### src/rtl/core/trb_pkg.sv
// Shared types and constants for the triangle bounding-box rasterizer.
`default_nettype none

package trb_pkg;

  localparam int WIDTH_BITS = 11;
  localparam int SHADE_BITS = 24;

  localparam logic [WIDTH_BITS-1:0] WIDTH_RESET = 11'd256;

  typedef enum logic {
    CMD_START = 1'b0,
    CMD_STEP  = 1'b1
  } cmd_t;

endpackage

`default_nettype wire

### src/rtl/core/trb_setup.sv
// Bounding-box setup from the three vertices of a start request.
`default_nettype none

module trb_setup #(
  parameter int COORD_BITS = 12
) (
  input  logic signed [COORD_BITS-1:0]          vx [3],
  input  logic signed [COORD_BITS-1:0]          vy [3],
  input  logic [trb_pkg::WIDTH_BITS-1:0]        image_width,
  output logic signed [COORD_BITS-1:0]          lo_x,
  output logic signed [COORD_BITS-1:0]          hi_x,
  output logic signed [COORD_BITS-1:0]          lo_y,
  output logic signed [COORD_BITS-1:0]          hi_y,
  output logic                                  active
);

  localparam int BOX_BITS =
    ((COORD_BITS > trb_pkg::WIDTH_BITS) ? COORD_BITS : trb_pkg::WIDTH_BITS) + 1;

  logic signed [BOX_BITS-1:0] lx;
  logic signed [BOX_BITS-1:0] hx;
  logic signed [BOX_BITS-1:0] ly;
  logic signed [BOX_BITS-1:0] hy;
  logic signed [BOX_BITS-1:0] ex;
  logic signed [BOX_BITS-1:0] ey;

  always_comb begin
    lx = $signed({{(BOX_BITS-trb_pkg::WIDTH_BITS){1'b0}}, image_width});
    ly = lx;
    hx = '0;
    hy = '0;
    ex = '0;
    ey = '0;
    for (int i = 0; i < 3; i++) begin
      ex = $signed({{(BOX_BITS-COORD_BITS){vx[i][COORD_BITS-1]}}, vx[i]});
      ey = $signed({{(BOX_BITS-COORD_BITS){vy[i][COORD_BITS-1]}}, vy[i]});
      if (ex < lx) begin
        lx = ex;
      end
      if (ey < ly) begin
        ly = ey;
      end
      if (ex > hx) begin
        hx = ex;
      end
      if (ey > hy) begin
        hy = ey;
      end
    end
  end

  // an active box always fits the coordinate range
  assign lo_x   = lx[COORD_BITS-1:0];
  assign hi_x   = hx[COORD_BITS-1:0];
  assign lo_y   = ly[COORD_BITS-1:0];
  assign hi_y   = hy[COORD_BITS-1:0];
  assign active = (lx < hx) && (ly < hy);

endmodule

`default_nettype wire

### config.mk
export PLATFORM = sky130hd
export DESIGN_NAME = trb_setup
export DESIGN_NICKNAME = d
export VERILOG_FILES = /design/src/rtl/core/trb_pkg.sv /design/src/rtl/core/trb_setup.sv
export SDC_FILE = /design/constraint.sdc
export NUM_CORES = 1
export LEC_CHECK = 0
export BUFFER_PORTS_ARGS = -buffer_cell sky130_fd_sc_hd__clkbuf_2
export CORE_AREA = 2 2 108 110
export DETAILED_ROUTE_END_ITERATION = 8
export DIE_AREA = 0 0 110 112
export MAX_ROUTING_LAYER = met4
export PLACE_DENSITY = 0.72
export SETUP_SLACK_MARGIN = 0.3
export SLEW_MARGIN = 20
export SYNTH_ARGS = -nofsm -noshare
export SYNTH_HDL_FRONTEND = slang
export SYNTH_SLANG_ARGS = --single-unit
### constraint.sdc
create_clock -name vclk -period 7.6
set_input_delay 0.38 -clock vclk [all_inputs]
set_output_delay 0.38 -clock vclk [all_outputs]
set_load 0.05 [all_outputs]
==> flow_summary.ini <==
[synthesis]
synth_top_family_by_area = adder cells
synth-xor-area-share_pct = 0
synth_top_cell_by_area = ha_1
synth_fa_ha_area_share_pct = 34.46
yosysWarnings = 0
synth.avg_cell_area_sq_um = 7.065
ys_top_cells_by_count = 136 x ha_1, 130 x inv_1, 49 x nor2_1
seq_area_frac_synth_pct = 0
synth_mux_area_share_pct = 15.07
netlist.area_leader.share_pct = 34.46
synthTopCellsByArea = ha_1 34%, inv_1 9.9%, mux2i_1 9.5%
synth_compound_area_share_pct = 20.32
syn_inst = 699
yosys.area_share.simple_pct = 18.70
ys_types = 54
yosysMostFrequentCell = ha_1
syn_area_sq_mm = 0.004938

[detailed_routing]
drc = 0
drt-initial-drc-count = 167
first_pass_iters = 4
num_vias = 5482
wire_per_inst_microns = 14.34
viasPerCell = 5.256
ant_nets = 0
drt-total-wl_microns = 14960

[placed_design]
placed_cells = 1032
dp_hpwl_microns = 13120
numPortBuffers = 132
gp_congestion = 0.9336
pre_cts_ws_ps = -494.3

[sta]
slew-limit-headroom_pct = 41.23
final.setup.tns_ps = 0
worst_slack_ps = 87.19
setup_viol = 0
rsz0062_at_grt = true
fmax_mhz = 133.1
drv_slew = 0
period_needed_ps = 7513
whs_ps = 1243
period_share_pct = 98.85
tightest_slew_ps = 878.8
hold_viol_final = 0

[setup_path]
cp-end-kind = output port
crit_top_cell = ha_1
startpoint = image_width[1]
path_buf_inv = 8
crit_required_ps = 7220
worstSetupEndpoint = active
critPathKind = in -> out
crit_family = compound AO/OA/AOI/OAI gates
max_stage_delay_ps = 490
cp_slowest_cell = or4_4
crit_cells = 41
worstPathMaxFanout = 21
cp-start-kind = input port
crit_arrival_ps = 7130

[run_status]
outcome = finished clean

[floorplan]
die_y_microns = 112
start_util_pct = 44.19
io_pins = 132
core_area_sq_mm = 0.01117
num_rows = 39
die-area_sq_mm = 0.01232
die_w_microns = 110

[power]
internal_power_w = 0.0005796
power-per-cell-area_mw_per_mm2 = 201.1
p_switching_w = 0.0008312
ir_worst_vdd_mv = 0.1949
clkPwrFrac_pct = 0
combPwrFrac_pct = 100.0
seqPwrFrac_pct = 0
swShare_pct = 58.92
p_leak_nw = 3.838

[finish]
n_antenna_cell = 0
areaGrowthSynthToFinish_pct = 42.08
nFlopsAndLatches = 0
fin_cells = 1043
final-seq-area_sq_um = 0
clock_buffers = 0
fin_util_pct = 62.79
nets = 1121
fillers = 1024
multiInputGateArea_sq_mm = 0.004940
drive_gt1_share_pct = 35.11

[grt]
antenna_found_initial = 0
grt_start_max_net_pins = 22
grt_pass1_wl_microns = 24530
grt_pass1_vias = 5510
grtUsageTotal_pct = 24.85
grt_overflow_total = 0

[flow_run]
maxCapViolCount = 0

[clock_tree]
hold_buffers = 0

[worst_hold_path]
min_path_type = in -> out
==> logic make-up after synthesis <==
family | Yosys count
and+or+nand+nor | 184
buffers and inverters | 146
AOI/OAI and AO/OA | 161
other | 1
muxes | 71
adders and majority gates | 136
==> power by group through the flow <==
stage	registers (W)	logic (W)	clock network [W]
final	0	0.00141	0
after global routing	0	0.00153	0
after CTS	0	0.00140	0
after detailed placement	0	0.00130	0
after global placement	0	0.00129	0
after floorplan	0	0.000910	0
==> cell usage in the layout (no fill, tap or decap), drive strengths merged, types with 2 or more instances in the layout <==
master     n
ha       136
clkbuf   131
inv      130
buf       84
o21ai     54
nor2      49
mux2i     47
a21oi     43
nand2     38
nand2b    28
mux2      24
a21o      20
nor2b     18
nand3     14
a211oi    10
nand4      9
nor3       7
a21boi     5
o211ai     4
or4        4
nor3b      4
o2111ai    3
o21a       3
a31oi      3
nor4       3
o31ai      3
and4       2
or3        2
and3       2
o41ai      2
conb       2
or2        2
==> area by class of cell <==
cell class / instances / share of cell area, %
inverters: 130 / 7.168
well taps: 143 / 2.550
multi-input cells: 555 / 70.40
repair buffers: 215 / 19.88
==> per-layer routing <==
layer  vias to the layer above  share of wire [%]  track usage, %
met3                        32                3.2          0.2927
met2                       134                 52           47.16
met5                         -                  0               -
met4                         0                3.7           7.679
met1                      2460                 41           27.59
li1                       2856                  -               -
==> metrics by stage <==
step           area, sq um  total power, W
2_1_floorplan         5330       0.0009102
6_report              7017        0.001411
3_5_place_dp          6654        0.001304
5_1_grt               7017        0.001530
3_3_place_gp          6654        0.001286
4_1_cts               6990        0.001397
==> how the worst min path moves through the flow <==
stage          start       to  cells after the start
2_1_floorplan  vy[2]  lo_y[2]                      2
3_3_place_gp   vy[4]  lo_y[4]                      4
3_5_place_dp   vy[4]  lo_y[4]                      4
4_1_cts        vy[4]  lo_y[4]                      4
5_1_grt        vy[1]  lo_y[1]                      4
6_report       vy[3]  lo_y[3]                      4
==> what timing repair did <==
| item | in CTS | in global routing |
|---|---|---|
| endpoints found under the hold margin | 0 | 0 |
| pin swaps | 41 | 4 |
| setup buffers | 10 | 0 |
| gates cloned | 1 | 0 |
| gates resized for setup | 47 | 8 |
| endpoints found under the setup margin | 1 | 1 |
No activity file was read; power rests on OpenSTA's default activity.
